<file path="config.mk">
export PLATFORM = sky130hd
export DESIGN_NAME = wait_for_graph_deadlock_detector
export DESIGN_NICKNAME = d
export VERILOG_FILES = /design/src/rtl/core/wfgd_pkg.sv /design/src/rtl/core/wait_for_graph_deadlock_detector.sv /design/src/rtl/core/wfgd_ram.sv /design/src/rtl/core/wfgd_tables.sv
export SDC_FILE = /design/constraint.sdc
export NUM_CORES = 1
export LEC_CHECK = 0
export BUFFER_PORTS_ARGS = -buffer_cell sky130_fd_sc_hd__buf_2
export CELL_PAD_IN_SITES_DETAIL_PLACEMENT = 1
export CELL_PAD_IN_SITES_GLOBAL_PLACEMENT = 1
export CORE_ASPECT_RATIO = 0.6
export CORE_UTILIZATION = 47
export DETAILED_ROUTE_END_ITERATION = 16
export GPL_TIMING_DRIVEN = 0
export PLACE_DENSITY_LB_ADDON = 0.15
export SLEW_MARGIN = 20
export SYNTH_ARGS = -nofsm -noshare
export SYNTH_HDL_FRONTEND = slang
export SYNTH_HIERARCHICAL = 1
export SYNTH_SLANG_ARGS = --single-unit
export TNS_END_PERCENT = 10
</file>
<file path="constraint.sdc">
create_clock -name i_clk -period 2.7 [get_ports i_clk]
set_clock_uncertainty 0.15 [all_clocks]
set_input_delay 0.54 -clock i_clk [delete_from_list [all_inputs] [get_ports i_clk]]
set_output_delay 0.54 -clock i_clk [all_outputs]
set_load 0.005 [all_outputs]
</file>
<file path="src/rtl/core/wfgd_pkg.sv">
// Package for the wait-for graph deadlock detector.
// Holds sizes, the op codes and the word and table-port types.
// No dependencies.
package wfgd_pkg;

    // Sizes; the index fields are 3 bits wide.
    localparam int THREAD_COUNT   = 8;
    localparam int RESOURCE_COUNT = 8;
    localparam int THREAD_W       = 3;
    localparam int RESOURCE_W     = 3;
    localparam int PATH_DEPTH     = THREAD_COUNT + 1;
    localparam int PATH_AW        = 4;

    // Table entry meaning none / free.
    localparam logic [3:0] NONE_VAL = 4'hF;

    typedef enum logic [1:0] {
        OP_SET_WAIT   = 2'd0,
        OP_SET_HOLDER = 2'd1,
        OP_DETECT     = 2'd2
    } t_op;

    typedef struct packed {
        t_op                    op;
        logic [THREAD_W-1:0]    thread_index;
        logic [RESOURCE_W-1:0]  resource_index;
        logic signed [3:0]      wait_resource;
        logic signed [3:0]      holder_thread;
    } t_in_word;

    typedef struct packed {
        logic                   found;
        logic [THREAD_W-1:0]    cycle_thread;
        logic [3:0]             position;
        logic [3:0]             cycle_length;
        logic [THREAD_W-1:0]    victim_thread;
        logic                   last;
    } t_out_word;

    // Table write request.
    typedef struct packed {
        logic                   wait_we;
        logic                   hold_we;
        logic [THREAD_W-1:0]    thread;
        logic [RESOURCE_W-1:0]  resource;
        logic [3:0]             wait_val;
        logic [3:0]             hold_val;
    } t_tbl_wr;

    // Table read addresses.
    typedef struct packed {
        logic [THREAD_W-1:0]    wait_addr;
        logic [RESOURCE_W-1:0]  hold_addr;
    } t_tbl_rd;

endpackage

</file>
<file path="src/rtl/core/wait_for_graph_deadlock_detector.sv">
// Wait-for graph deadlock detector, top level.
// Table update words: written to the tables on accept; the input stays ready for the next word.
// Detect: each start thread is checked in turn and, if it waits, its chain of holders is
// followed until a holder repeats or a link ends; the repeat is then located and one word
// per cycle thread plus a closing word is sent, else one no-cycle word. Output stalls wait.
// One word at a time. Synchronous active-low reset; tables read as empty via valid bits.
module wait_for_graph_deadlock_detector (
    input  logic                 i_clk,
    input  logic                 i_rst_n,
    input  logic                 i_in_valid,
    output logic                 o_in_ready,
    input  wfgd_pkg::t_in_word   i_in_word,
    output logic                 o_out_valid,
    input  logic                 i_out_ready,
    output wfgd_pkg::t_out_word  o_out_word
);
    import wfgd_pkg::*;

    typedef enum logic [3:0] {
        S_IDLE,
        S_START,
        S_CHK_START,
        S_HOLD,
        S_WAIT,
        S_POS,
        S_EMIT_RD,
        S_EMIT,
        S_CLOSE,
        S_NONE
    } t_state;

    t_state                  r_state;
    logic [PATH_AW-1:0]      r_start;
    logic [PATH_AW-1:0]      r_len;
    logic [PATH_AW-1:0]      r_ptr;
    logic [3:0]              r_pos;
    logic [3:0]              r_clen;
    logic [THREAD_COUNT-1:0] r_on_path;
    logic [THREAD_W-1:0]     r_victim;
    logic [THREAD_W-1:0]     r_close;

    t_tbl_wr                 tbl_wr;
    t_tbl_rd                 tbl_rd;
    logic [3:0]              wait_data;
    logic [3:0]              hold_data;
    logic [THREAD_W-1:0]     hold_thr;
    logic                    path_we;
    logic [PATH_AW-1:0]      path_waddr;
    logic [THREAD_W-1:0]     path_wdata;
    logic [THREAD_W-1:0]     path_rdata;
    logic [PATH_AW-1:0]      pos_rdata;
    logic                    in_acc;
    logic                    slot_free;
    logic                    on_path_hit;
    logic                    out_load;

    assign o_in_ready  = (r_state == S_IDLE);
    assign in_acc      = i_in_valid && o_in_ready;
    assign slot_free   = !o_out_valid || i_out_ready;
    assign hold_thr    = hold_data[THREAD_W-1:0];
    assign on_path_hit = r_on_path[hold_thr];
    assign out_load    = slot_free && (r_state == S_EMIT || r_state == S_CLOSE ||
                                       r_state == S_NONE);

    // Table writes; out-of-range values are stored as none / free
    always_comb begin
        tbl_wr          = '0;
        tbl_wr.thread   = i_in_word.thread_index;
        tbl_wr.resource = i_in_word.resource_index;
        tbl_wr.wait_val = i_in_word.wait_resource[3] ? NONE_VAL
                                                     : i_in_word.wait_resource;
        tbl_wr.hold_val = i_in_word.holder_thread[3] ? NONE_VAL
                                                     : i_in_word.holder_thread;
        tbl_wr.wait_we  = in_acc && (i_in_word.op == OP_SET_WAIT);
        tbl_wr.hold_we  = in_acc && (i_in_word.op == OP_SET_HOLDER);
    end

    // Table reads: wait entry of the start or of the newly appended holder
    always_comb begin
        tbl_rd.wait_addr = (r_state == S_START) ? r_start[THREAD_W-1:0] : hold_thr;
        tbl_rd.hold_addr = wait_data[RESOURCE_W-1:0];
    end

    wfgd_tables u_tables (
        .i_clk       (i_clk),
        .i_rst_n     (i_rst_n),
        .i_wr        (tbl_wr),
        .i_rd        (tbl_rd),
        .o_wait_data (wait_data),
        .o_hold_data (hold_data)
    );

    // Path append: start thread, or a holder not yet on the path
    always_comb begin
        path_we    = 1'b0;
        path_waddr = r_len;
        path_wdata = hold_thr;
        if (r_state == S_CHK_START && !wait_data[3]) begin
            path_we    = 1'b1;
            path_waddr = '0;
            path_wdata = r_start[THREAD_W-1:0];
        end else if (r_state == S_HOLD && !hold_data[3] && !on_path_hit) begin
            path_we    = 1'b1;
        end
    end

    // Path store: position -> thread
    wfgd_ram #(.WIDTH(THREAD_W), .DEPTH(PATH_DEPTH)) u_path_ram (
        .i_clk   (i_clk),
        .i_we    (path_we),
        .i_waddr (path_waddr),
        .i_wdata (path_wdata),
        .i_raddr (r_ptr),
        .o_rdata (path_rdata)
    );

    // Reverse map: thread -> path position, read on a repeat
    wfgd_ram #(.WIDTH(PATH_AW), .DEPTH(THREAD_COUNT)) u_pos_ram (
        .i_clk   (i_clk),
        .i_we    (path_we),
        .i_waddr (path_wdata),
        .i_wdata (path_waddr),
        .i_raddr (hold_thr),
        .o_rdata (pos_rdata)
    );

    // Detection sequencer and output register
    always_ff @(posedge i_clk) begin
        if (!i_rst_n) begin
            r_state     <= S_IDLE;
            o_out_valid <= 1'b0;
        end else begin
            if (out_load) begin
                o_out_valid <= 1'b1;
            end else if (o_out_valid && i_out_ready) begin
                o_out_valid <= 1'b0;
            end
            unique case (r_state)
                S_IDLE: begin
                    if (in_acc && i_in_word.op == OP_DETECT) begin
                        r_start <= '0;
                        r_state <= S_START;
                    end
                end
                S_START: begin
                    if (r_start == PATH_AW'(THREAD_COUNT)) begin
                        r_state <= S_NONE;
                    end else begin
                        r_state <= S_CHK_START;
                    end
                end
                S_CHK_START: begin
                    if (wait_data[3]) begin
                        r_start <= r_start + 1'b1;
                        r_state <= S_START;
                    end else begin
                        r_on_path <= THREAD_COUNT'(1) << r_start[THREAD_W-1:0];
                        r_len    <= PATH_AW'(1);
                        r_victim <= r_start[THREAD_W-1:0];
                        r_state  <= S_HOLD;
                    end
                end
                S_HOLD: begin
                    if (hold_data[3]) begin
                        r_start <= r_start + 1'b1;
                        r_state <= S_START;
                    end else if (on_path_hit) begin
                        r_close <= hold_thr;
                        r_state <= S_POS;
                    end else begin
                        r_on_path[hold_thr] <= 1'b1;
                        r_len    <= r_len + 1'b1;
                        r_victim <= hold_thr;
                        r_state  <= S_WAIT;
                    end
                end
                S_WAIT: begin
                    if (wait_data[3]) begin
                        r_start <= r_start + 1'b1;
                        r_state <= S_START;
                    end else begin
                        r_state <= S_HOLD;
                    end
                end
                S_POS: begin
                    r_ptr   <= pos_rdata;
                    r_pos   <= '0;
                    r_clen  <= r_len - pos_rdata + 1'b1;
                    r_state <= S_EMIT_RD;
                end
                S_EMIT_RD: begin
                    r_state <= S_EMIT;
                end
                S_EMIT: begin
                    if (slot_free) begin
                        o_out_word.found           <= 1'b1;
                        o_out_word.cycle_thread    <= path_rdata;
                        o_out_word.position        <= r_pos;
                        o_out_word.cycle_length    <= r_clen;
                        o_out_word.victim_thread   <= r_victim;
                        o_out_word.last            <= 1'b0;
                        r_pos <= r_pos + 1'b1;
                        r_ptr <= r_ptr + 1'b1;
                        if (r_ptr + 1'b1 == r_len) begin
                            r_state <= S_CLOSE;
                        end else begin
                            r_state <= S_EMIT_RD;
                        end
                    end
                end
                S_CLOSE: begin
                    if (slot_free) begin
                        o_out_word.found           <= 1'b1;
                        o_out_word.cycle_thread    <= r_close;
                        o_out_word.position        <= r_pos;
                        o_out_word.cycle_length    <= r_clen;
                        o_out_word.victim_thread   <= r_victim;
                        o_out_word.last            <= 1'b1;
                        r_state <= S_IDLE;
                    end
                end
                S_NONE: begin
                    if (slot_free) begin
                        o_out_word  <= '{found: 1'b0, cycle_thread: '0, position: '0,
                                         cycle_length: '0, victim_thread: '0,
                                         last: 1'b1};
                        r_state     <= S_IDLE;
                    end
                end
                default: begin
                    r_state <= S_IDLE;
                end
            endcase
        end
    end

endmodule

</file>
<file path="src/rtl/core/wfgd_ram.sv">
// Generic single-write, single-read RAM with registered read data.
// No dependencies.
module wfgd_ram #(
    parameter int WIDTH = 4,
    parameter int DEPTH = 8
) (
    input  logic                                     i_clk,
    input  logic                                     i_we,
    input  logic [((DEPTH > 1) ? $clog2(DEPTH) : 1)-1:0] i_waddr,
    input  logic [WIDTH-1:0]                         i_wdata,
    input  logic [((DEPTH > 1) ? $clog2(DEPTH) : 1)-1:0] i_raddr,
    output logic [WIDTH-1:0]                         o_rdata
);
    logic [WIDTH-1:0] r_mem [DEPTH];

    always_ff @(posedge i_clk) begin
        if (i_we) begin
            r_mem[i_waddr] <= i_wdata;
        end
        o_rdata <= r_mem[i_raddr];
    end

endmodule

</file>
<file path="src/rtl/core/wfgd_tables.sv">
// Wait table and holder table: one RAM each, plus per-entry valid bits
// so that unwritten entries read as none / free. Depends on wfgd_pkg, wfgd_ram.
module wfgd_tables (
    input  logic             i_clk,
    input  logic             i_rst_n,
    input  wfgd_pkg::t_tbl_wr i_wr,
    input  wfgd_pkg::t_tbl_rd i_rd,
    output logic [3:0]       o_wait_data,
    output logic [3:0]       o_hold_data
);
    import wfgd_pkg::*;

    logic [THREAD_COUNT-1:0]   r_wait_vld;
    logic [RESOURCE_COUNT-1:0] r_hold_vld;
    logic                      r_wait_rd_vld;
    logic                      r_hold_rd_vld;
    logic [3:0]                wait_ram_q;
    logic [3:0]                hold_ram_q;

    wfgd_ram #(.WIDTH(4), .DEPTH(THREAD_COUNT)) u_wait_ram (
        .i_clk   (i_clk),
        .i_we    (i_wr.wait_we),
        .i_waddr (i_wr.thread),
        .i_wdata (i_wr.wait_val),
        .i_raddr (i_rd.wait_addr),
        .o_rdata (wait_ram_q)
    );

    wfgd_ram #(.WIDTH(4), .DEPTH(RESOURCE_COUNT)) u_hold_ram (
        .i_clk   (i_clk),
        .i_we    (i_wr.hold_we),
        .i_waddr (i_wr.resource),
        .i_wdata (i_wr.hold_val),
        .i_raddr (i_rd.hold_addr),
        .o_rdata (hold_ram_q)
    );

    // Valid bits, sampled alongside the RAM read
    always_ff @(posedge i_clk) begin
        if (!i_rst_n) begin
            r_wait_vld    <= '0;
            r_hold_vld    <= '0;
            r_wait_rd_vld <= 1'b0;
            r_hold_rd_vld <= 1'b0;
        end else begin
            if (i_wr.wait_we) begin
                r_wait_vld[i_wr.thread] <= 1'b1;
            end
            if (i_wr.hold_we) begin
                r_hold_vld[i_wr.resource] <= 1'b1;
            end
            r_wait_rd_vld <= r_wait_vld[i_rd.wait_addr];
            r_hold_rd_vld <= r_hold_vld[i_rd.hold_addr];
        end
    end

    assign o_wait_data = r_wait_rd_vld ? wait_ram_q : NONE_VAL;
    assign o_hold_data = r_hold_rd_vld ? hold_ram_q : NONE_VAL;

endmodule
</file>
==> results.yml, run 1 <==
status:
  status: "finished with violations"
  violations: "setup timing"
clock_network:
  cts.htree.levels: 1
  ctsHoldBuffers: 0
  cts_buffer_depth: 3
  cts_buffers: 21
  clk_latency_ns: 0.49
  cts.sink_count: 211
  clk_pin_slew_ns: 0.07
  cts_tree: "done"
  cts-root-buf: "clkbuf_16"
worst_setup_path:
  cp.required_ns: 2.88
  endpoint_kind: "register"
  critPathMaxFanout: 10
  critPathMaxStageDelay_ns: 0.66
  critPathLaunchType: "register"
  cp.arrival_ns: 2.91
  path_class: "reg -> reg"
  critPathSlowestCell: "mux4_1"
  worstPathCellList: "buf_2 > nor4b_4 > nand2_1 > o21ai_1 > mux4_1 > nor2_1 > a311oi_1"
die:
  fp.coreArea_um2: 19000
  die_h_um: 110
  die-area_um2: 20000
  num_rows: 39
  die_x_um: 182
  num_io_pins: 38
  initial_utilization_pct: 48.0
drt:
  drt-wirelength-per-cell_um: 20.9
  wirelength_um: 19800
  via_count: 5332
  drcViolationCount: 0
  antenna_left: 0
  first_pass_iters: 4
  drt-initial-drc-count: 381
  routed_via_density: 5.63
placed_design:
  dp_cells: 908
  gp_congestion: 0.823
  placed_area_um2: 9630
  hpwl_um: 14200
  portBuffers: 36
worst_hold_path:
  hold_class: "in -> reg"
sta:
  slew_viol_final: 0
  setup_ws_ns: -0.0248
  max_slew.worst_pin.slew_ns: 1.04
  fmax_ghz: 0.367
  hold_ws_ns: 0.214
  setup_viol: 2
  fin_crit_ns: 2.72
  fin_crit_sh_pct: 101
  rsz0062_at_grt: "true"
  relSlewSlack_pct: 30.5
  hold_viol: 0
yosys:
  yosysWarnings: 6
  yosysSeqAreaShare_pct: 65.3
  synth.net_count: 658
  synth_cells: 624
  syn-mean-instance-area_um2: 14.6
  synthFlopType: "edfxtp_1"
  ys_ff_latch: 211
  synth_edf_count: 173
  yosysUniqueCellTypes: 51
  synth_area_um2: 9110
  synthArstFlopShare_pct: 0
global_route:
  track_usage_pct: 20.4
  grt_pass1_wl_um: 30500
  grt_start_max_net_pins: 17
  antenna_found_initial: 0
  grt-ovfl-total: 0
  grt_pass1_vias: 5258
run:
  maxCapViolCount: 0
cells_and_area:
  diodes: 0
  syn2layout_area_growth_pct: 16.5
  num-nets-final: 721
  drive_gt1_share_pct: 22.5
  final_area_um2: 10600
  final_cells: 947
  fill_cells: 1815
power_and_ir_drop:
  p_total_mw: 6.98
  peakVddDrop_mv: 0.413
  p_per_area_nw_per_um2: 658
  leakagePower_nw: 3.87
## Yosys cell counts, types with 2 or more instances
| library cell | instances | area (um2) |
|---|---|---|
| edfxtp_1 | 173 | 5190 |
| nand2b_1 | 32 | 200 |
| a21oi_1 | 5 | 25.0 |
| nand2_1 | 44 | 165 |
| nor2b_1 | 15 | 93.8 |
| clkbuf_1 | 9 | 33.8 |
| buf_6 | 4 | 45.0 |
| and2_1 | 5 | 31.3 |
| mux2i_1 | 16 | 160 |
| xnor2_1 | 6 | 52.6 |
| o21ai_0 | 29 | 145 |
| or2_2 | 6 | 37.5 |
| o21ai_1 | 3 | 15.0 |
| nand3_1 | 13 | 65.1 |
| nand4b_1 | 2 | 17.5 |
| a211o_1 | 2 | 17.5 |
| nor3_1 | 17 | 85.1 |
| xor2_1 | 8 | 70.1 |
| and3b_1 | 2 | 17.5 |
| ha_1 | 13 | 163 |
| a311oi_1 | 2 | 17.5 |
| buf_2 | 8 | 40.0 |
| mux4_2 | 4 | 90.1 |
| and3_1 | 3 | 18.8 |
| mux4_1 | 26 | 683 |
| a31oi_1 | 6 | 37.5 |
| nor3b_1 | 3 | 22.5 |
| dfxtp_1 | 38 | 761 |
| o31ai_1 | 3 | 22.5 |
| o21a_1 | 16 | 120 |
| nor2_1 | 55 | 206 |
| or3b_1 | 2 | 17.5 |
| mux2_2 | 15 | 169 |
| inv_1 | 22 | 82.6 |
## registers in the layout (all words and copies together) (netlist names), 8 cells and up
name / cells
r_on_path: 8
u_path_ram/r_mem: 27
u_tables/u_hold_ram/r_mem: 32
u_tables/r_wait_vld: 8
u_tables/u_wait_ram/r_mem: 32
u_tables/r_hold_vld: 8
u_pos_ram/r_mem: 32
o_out_word: 16
## cells by family (layout without fill, tap and decap cells)
family	count (synthesis)	in the layout	synth area share, %
flops	211	211	65.3
simple gates	209	209	11.8
compound gates	71	71	5.08
mux	61	61	12.1
buf+inv	44	121	2.29
fa+ha+maj	14	14	2.00
xor+xnor	14	14	1.35
## cell usage in the layout (no fill, tap or decap), types with 4 or more instances in the layout
cell	count
nor2_1	44
o21ai_0	23
nor3_1	9
nand2_1	44
ha_1	13
nor2b_1	15
clkinv_1	4
edfxtp_1	173
nor3_2	7
o21a_1	16
bufinv_16	6
dfxtp_1	37
nand2b_1	29
mux2_2	15
buf_4	5
xnor2_1	6
a31oi_1	5
and2_2	4
nand3_1	12
clkbuf_1	9
xor2_1	8
buf_6	5
nor2_2	9
inv_1	21
mux4_2	4
buf_2	43
mux2i_1	16
or2_2	6
clkbuf_16	21
o21ai_1	5
mux4_1	26
## where the power goes
group	internal, mW	switching, mW
Combinational	0.0956	0.134
Clock	2.02	1.20
Sequential	3.51	0.0122
Total	5.63	1.35
## per-stage QoR
stage | utilization (%) | setup slack [ns] | setup TNS, ns
2_1_floorplan | - | 0.0485 | 0
3_3_place_gp | 50.6 | -0.832 | -64.61
3_5_place_dp | 50.7 | -0.820 | -58.72
4_1_cts | 55.4 | -0.0410 | -0.115
5_1_grt | 55.9 | -0.148 | -2.04
6_report | 55.9 | -0.0248 | -0.0431
## worst max-delay path, delay by kind of cell, from the launching register on
family          cells  cell delay [ns]
buf+inv             1             0.20
simple gates        3             0.73
mux                 1             0.66
flops               1             0.31
compound gates      2             0.51
## cell type report
cell class                 instances  area, um2  area share (%)
clock inverter                    13        216            2.04
timing repair buffer              40        210            1.98
buffer                            22        140            1.32
sequential                       211       5960            56.1
inverter                          22       82.6           0.778
tap                              246        308            2.90
multi-input combinational        369       3150            29.7
clock buffer                      24        547            5.15
## routing by layer
layer | vias up | track usage [%] | share of wire (%)
met4 | 0 | 4.42 | 1.7
met5 | - | 0 | 0
met2 | 127 | 30.4 | 43
li1 | 2478 | - | -
met3 | 27 | 3.18 | 4.3
met1 | 2700 | 31.3 | 51
## timing repair
item / 4_1_cts / 5_1_grt
resized for setup: 31 / 27
pin swaps: 2 / 2
setup endpoints to repair: 126 / 127
endpoints found under the hold margin: 0 / 0
buffers inserted: 1 / 1
## worst paths after layout
check                    startpoint                              end  slack, ns  depth (start not counted)
min reg2reg  u_tables/r_wait_vld[3]           u_tables/r_wait_vld[3]       0.31                          1
max                      r_state[3]           u_tables/r_wait_rd_vld      -0.02                          7
max reg2reg              r_state[3]           u_tables/r_wait_rd_vld      -0.02                          7
min                    i_in_word[7]  u_tables/u_wait_ram/r_mem[6][3]       0.21                          1
Power figures use the tool's default switching activity.
==> inputs of run 2 (changes only) <==
--- a/config.mk
+++ b/config.mk
@@ -9,13 +9,12 @@
 export CELL_PAD_IN_SITES_DETAIL_PLACEMENT = 1
 export CELL_PAD_IN_SITES_GLOBAL_PLACEMENT = 1
 export CORE_ASPECT_RATIO = 0.6
-export CORE_UTILIZATION = 47
+export CORE_UTILIZATION = 46
 export DETAILED_ROUTE_END_ITERATION = 16
 export GPL_TIMING_DRIVEN = 0
 export PLACE_DENSITY_LB_ADDON = 0.15
 export SLEW_MARGIN = 20
 export SYNTH_ARGS = -nofsm -noshare
 export SYNTH_HDL_FRONTEND = slang
-export SYNTH_HIERARCHICAL = 1
 export SYNTH_SLANG_ARGS = --single-unit
 export TNS_END_PERCENT = 10
==> results.yml, run 2 <==
status:
  status: "finished clean"
yosys:
  synth.area.top_cells: "edfxtp_1 58%, dfxtp_1 8.4%, mux4_2 4.2%"
  yosysSeqAreaShare_pct: 66.0
  synth_area_um2: 9020
  synth_edf_count: 173
  netlist_top_cells_count: "173 x edfxtp_1, 72 x nor2_1, 55 x nand2_1, 38 x dfxtp_1, 28 x clkbuf_1"
  synthArstFlopShare_pct: 0
  yosysUniqueCellTypes: 57
  synth_cells: 662
  syn-mean-instance-area_um2: 13.6
  synth_top_area_share_pct: 57.6
  synth.net_count: 696
  synthFlopType: "edfxtp_1"
  yosysWarnings: 0
  synth_area_leader_cell: "edfxtp_1"
  ys_ff_latch: 211
  yosysMostFrequentCell: "edfxtp_1"
placed_design:
  dp_cells: 965
  portBuffers: 37
  hpwl_um: 15600
  gp_congestion: 0.833
drt:
  drcViolationCount: 0
  wirelength_um: 21700
  via_count: 5572
  drt-initial-drc-count: 426
  routed_via_density: 5.56
  first_pass_iters: 4
  antenna_left: 0
  drt-wirelength-per-cell_um: 21.7
global_route:
  track_usage_pct: 22.2
  grt_start_max_net_pins: 17
  grt_pass1_wl_um: 34100
  grt_pass1_vias: 5725
  grt-ovfl-total: 0
  antenna_found_initial: 0
worst_hold_path:
  holdPathStages: 1
  holdCritStartpoint: "i_in_word[7]"
  hold_class: "in -> reg"
  hold_end: "u_tables.u_wait_ram.r_mem[3][3]"
die:
  die_h_um: 110
  die-area_um2: 20200
  num_io_pins: 38
  fp.coreArea_um2: 19100
  die_x_um: 183
  num_rows: 39
  initial_utilization_pct: 47.2
run:
  maxCapViolCount: 0
cells_and_area:
  multi_input_area_um2: 2960
  seq_area_um2: 5960
  final_cells: 1003
  num-nets-final: 757
  syn2layout_area_growth_pct: 15.7
  reg_top3: "u_pos_ram.r_mem: 32 flops, u_tables.u_hold_ram.r_mem: 32 flops, u_tables.u_wait_ram.r_mem: 32 flops"
  final_common_cell: "edfxtp_1"
  fill_cells: 1892
  drive_gt1_share_pct: 20.2
  diodes: 0
  final_cell_mix: "173 x edfxtp_1, 72 x nor2_1, 55 x nand2_1"
  utilization_pct: 54.6
worst_setup_path:
  critPathLaunchType: "register"
  endpoint_kind: "register"
  rrSetupSlack_ns: 0.02
  r2r_cells: 7
  critPathMaxFanout: 10
  path_class: "reg -> reg"
  cp.required_ns: 2.73
  cp.arrival_ns: 2.71
  r2r_start: "u_tables.r_hold_rd_vld"
  r2r-end: "r_len[2]"
clock_network:
  cts.sink_count: 211
  clk_latency_ns: 0.50
  cts_buffers: 21
  cts-root-buf: "clkbuf_16"
  cts_buffer_depth: 3
  cts.htree.levels: 1
  ctsHoldBuffers: 0
  cts_tree: "done"
  clk_pin_slew_ns: 0.07
sta:
  setup_viol: 0
  fin_crit_ns: 2.68
  relSlewSlack_pct: 43.4
  hold_viol: 0
  rsz0062_at_grt: "true"
  fmax_ghz: 0.373
  fin_crit_sh_pct: 99.2
  slew_viol_final: 0
  max_slew.worst_pin.slew_ns: 0.843
power_and_ir_drop:
  peakVddDrop_mv: 0.317
  p_int_mw: 5.47
  leakagePower_nw: 3.67
  p_per_area_nw_per_um2: 657
  clock_power_share_pct: 45.0
  comb_power_share_pct: 3.4
  p_sw_mw: 1.39
  switching_share_pct: 20.2
  seqPwrFrac_pct: 51.6
==> run 2: cell types whose count changed in the layout (fill, tap and decap cells not counted), sizes merged, moves of 10 or more <==
| cell | change |
|---|---|
| a21oi | +20 |
| clkbuf | +21 |
| nand2 | +11 |
| nand2b | -18 |
| nor2 | +17 |
| o21a | -10 |
| o21ai | -12 |
==> run 2: repair_timing <==
item                       CTS  global route
gates cloned                 0             1
pin swaps                    1             1
buffers inserted             1             1
hold endpoints to repair     0             0
gates resized for setup     27            15
setup endpoints to repair  119            88
==> run 2: per-stage QoR <==
stage / TNS, ns / hold WS (ns) / total power, mW / setup slack (ns) / instance area (um2)
2_1_floorplan: 0 / 0.271 / 3.74 / 0.00314 / 9020
3_5_place_dp: -43.01 / 0.308 / 3.83 / -0.738 / 9540
6_report: 0 / 0.207 / 6.86 / 0.0225 / 10400
3_3_place_gp: -38.87 / 0.298 / 3.82 / -0.679 / 9540
4_1_cts: -0.0000651 / 0.203 / 6.90 / -0.0000651 / 10400
5_1_grt: -0.562 / 0.218 / 7.05 / -0.0435 / 10400
==> run 2: logic make-up (layout without fill, tap and decap cells) <==
kind of cell / count (synthesis) / count (layout) / synth area share (%)
xor gates and xnor gates: 15 / 15 / 1.62
DFF: 211 / 211 / 66.0
AOI/OAI and AO/OA: 79 / 79 / 5.44
adders and majority gates: 14 / 14 / 2.02
and+or+nand+nor: 238 / 239 / 13.1
muxes: 48 / 48 / 9.12
buffers and inverters: 57 / 131 / 2.69
==> run 2: worst max-delay path by stage <==
stage	start	to	depth (start not counted)
after floorplan	r_state[2]	o_out_word[0]	5
after global placement	u_tables.u_hold_ram.o_rdata[0]	r_on_path[1]	8
after detailed placement	u_tables.u_hold_ram.o_rdata[0]	r_on_path[1]	8
after CTS	r_state[1]	u_tables.u_wait_ram.o_rdata[2]	7
after global routing	u_tables.r_hold_rd_vld	r_on_path[7]	7
final	u_tables.r_hold_rd_vld	r_len[2]	7
==> run 2: layout make-up <==
cell class              instances  area share (%)
repair buffers                 39            2.04
inverters                      22           0.791
flip-flops and latches        211            57.1
clock inverters                 9            1.20
clock buffers                  28            5.78
plain buffers                  33            1.58
well taps                     266            3.19
multi-input cells             395            28.3
==> run 2: critical path, cell delays in order, from the launching register on <==
cell	delay (ns)
dfxtp_1	0.47
nor2b_1	0.21
inv_1	0.10
clkbuf_2	0.24
o32ai_2	0.39
nor3_1	0.17
o21ai_2	0.25
and3_2	0.38
==> run 2: power groups by stage <==
| stage | logic [mW] | registers [mW] | clock network (mW) |
|---|---|---|---|
| after floorplan | 0.147 | 3.59 | 0 |
| after global placement | 0.219 | 3.60 | 0 |
| after detailed placement | 0.227 | 3.60 | 0 |
| after CTS | 0.228 | 3.54 | 3.14 |
| after global routing | 0.253 | 3.54 | 3.25 |
| final | 0.232 | 3.54 | 3.09 |
==> run 2: layer usage <==
metal / part of all wire (%) / GRT usage, % / vias to the layer above
met3: 5.1 / 3.79 / 23
met4: 1.4 / 4.11 / 0
met2: 41 / 31.2 / 144
met5: 0 / 0 / -
met1: 52 / 36.1 / 2837
li1: - / - / 2568
==> inputs of run 3 (changes only) <==
--- a/config.mk
+++ b/config.mk
@@ -13,7 +13,6 @@
 export DETAILED_ROUTE_END_ITERATION = 16
 export GPL_TIMING_DRIVEN = 0
 export PLACE_DENSITY_LB_ADDON = 0.15
-export SLEW_MARGIN = 20
 export SYNTH_ARGS = -nofsm -noshare
 export SYNTH_HDL_FRONTEND = slang
 export SYNTH_SLANG_ARGS = --single-unit
==> constraint.sdc (replaced) <==
create_clock -name i_clk -period 2.7 [get_ports i_clk]
set_clock_uncertainty 0.15 [all_clocks]
set_input_delay 0.54 -clock i_clk [delete_from_list [all_inputs] [get_ports i_clk]]
set_output_delay 0.54 -clock i_clk [all_outputs]
set_load 0.02 [all_outputs]
==> results.yml, run 3 (synthesis gave the netlist of run 2 again) <==
cells_and_area:
  syn2layout_area_growth_pct: 14.9
  final_cell_mix: "173 x edfxtp_1, 71 x nor2_1, 55 x nand2_1"
  reg_top3: "u_pos_ram.r_mem: 32 flops, u_tables.u_hold_ram.r_mem: 32 flops, u_tables.u_wait_ram.r_mem: 32 flops"
  drive_gt1_share_pct: 19.3
  diodes: 0
  final_common_cell: "edfxtp_1"
  num-nets-final: 756
  final_area_um2: 10400
  utilization_pct: 54.2
  final_cells: 1002
sta:
  fmax_ghz: 0.359
  fin_crit_ns: 2.78
  slew_viol_final: 0
  max_slew.worst_pin.slew_ns: 0.828
  setup_viol: 32
  relSlewSlack_pct: 44.4
  fin_crit_sh_pct: 103
  setup_ws_ns: -0.0829
  hold_viol: 0
  rsz0062_at_grt: "true"
global_route:
  grt_pass1_wl_um: 34200
  grt_pass1_vias: 5775
  track_usage_pct: 22.4
  grt_start_max_net_pins: 17
  antenna_found_initial: 0
  grt-ovfl-total: 0
placed_design:
  portBuffers: 37
  dp_worst_setup_slack_ns: -0.857
  placed_area_um2: 9540
  dp_cells: 965
  hpwl_um: 15700
  gp_congestion: 0.833
worst_hold_path:
  hold_end: "u_tables.u_wait_ram.r_mem[3][3]"
  holdCritStartpoint: "i_in_word[7]"
  hold_class: "in -> reg"
  holdPathStages: 1
worst_setup_path:
  r2r_start: "u_tables.r_hold_rd_vld"
  cp.required_ns: 2.73
  endpoint_kind: "register"
  critPathLaunchType: "register"
  critPathMaxFanout: 10
  r2r_cells: 7
  r2r-end: "u_pos_ram.r_mem[5][3]"
  path_class: "reg -> reg"
  cp.arrival_ns: 2.81
  rrSetupSlack_ns: -0.08
die:
  num_rows: 39
  initial_utilization_pct: 47.2
  die_x_um: 183
  fp.coreArea_um2: 19100
  die-area_um2: 20200
  num_io_pins: 38
  die_h_um: 110
run:
  maxCapViolCount: 0
power_and_ir_drop:
  p_per_area_nw_per_um2: 642
  leakagePower_nw: 3.64
  peakVddDrop_mv: 0.460
clock_network:
  cts_buffers: 21
  cts.htree.levels: 1
  cts_buffer_depth: 3
  cts-root-buf: "clkbuf_16"
  cts_tree: "done"
  clk_latency_ns: 0.50
  clk_pin_slew_ns: 0.06
  cts.sink_count: 211
  ctsHoldBuffers: 0
drt:
  antenna_left: 0
  drt-initial-drc-count: 480
  drt-wirelength-per-cell_um: 21.8
  routed_via_density: 5.59
  wirelength_um: 21900
  via_count: 5600
  drcViolationCount: 0
  first_pass_iters: 6
status:
  violations: "setup timing"
  status: "finished with violations"
==> run 3: cell count changes in the layout (fill, tap and decap cells not counted), sizes merged <==
cell,before,now
clkbuf,54,53
buf,46,44
clkinv,4,8
bufinv,3,1
==> run 3: cell type report <==
class	count	area, um2
plain buffers	33	170
clock buffers	26	594
clock inverters	11	83.8
fillers	1910	8760
inverters	22	82.6
multi-input cells	395	2940
flip-flops and latches	211	5960
well taps	266	333
repair buffers	38	205
==> run 3: through the flow <==
step / TNS (ns) / power, mW / hold WS, ns
CTS: -0.101 / 6.70 / 0.215
detailed placement: -52.07 / 3.83 / 0.305
finish: -1.12 / 6.65 / 0.217
global placement: -38.87 / 3.82 / 0.298
floorplan: 0 / 3.74 / 0.271
global route: -5.50 / 6.83 / 0.223
==> run 3: timing repair <==
action | 4_1_cts | 5_1_grt
setup endpoints to repair | 119 | 124
pin swaps | 1 | 0
cloned | 0 | 1
resized for setup | 24 | 14
buffers inserted | 1 | 0
==> run 3: how the worst max path moves through the flow <==
stage,from,to,slack (ns),cells after the start
finish,u_tables.r_hold_rd_vld,u_pos_ram.r_mem[5][3],-0.08,7
global route,u_tables.r_hold_rd_vld,u_pos_ram.r_mem[5][1],-0.18,7
CTS,r_state[0],u_pos_ram.r_mem[2][2],-0.02,7
detailed placement,r_state[2],o_out_word[5],-0.86,5
global placement,u_tables.u_hold_ram.o_rdata[0],r_on_path[1],-0.68,8
floorplan,r_state[2],o_out_word[0],0.003,5
==> run 3: per-layer routing <==
layer	vias to the layer above	part of all wire, %	global-route usage [%]
met2	156	41	31.4
li1	2569	-	-
met3	26	5.4	2.74
met4	0	1.6	4.17
met1	2849	52	37.0
met5	-	0	0
==> run 3: power by group <==
group / internal (mW) / switching (mW) / leakage (nW)
clock: 1.66 / 1.22 / 0.344
sequential: 3.52 / 0.0232 / 1.90
combinational: 0.0953 / 0.138 / 1.39
==> run 3: worst max-delay path, cell delays in order, from the launching register on <==
cell and delay, ns:
dfxtp_1 0.48, nor2b_1 0.21, inv_1 0.10, clkbuf_2 0.25, o32ai_2 0.37, o31ai_1 0.19, o22ai_1 0.36, and3_1 0.36
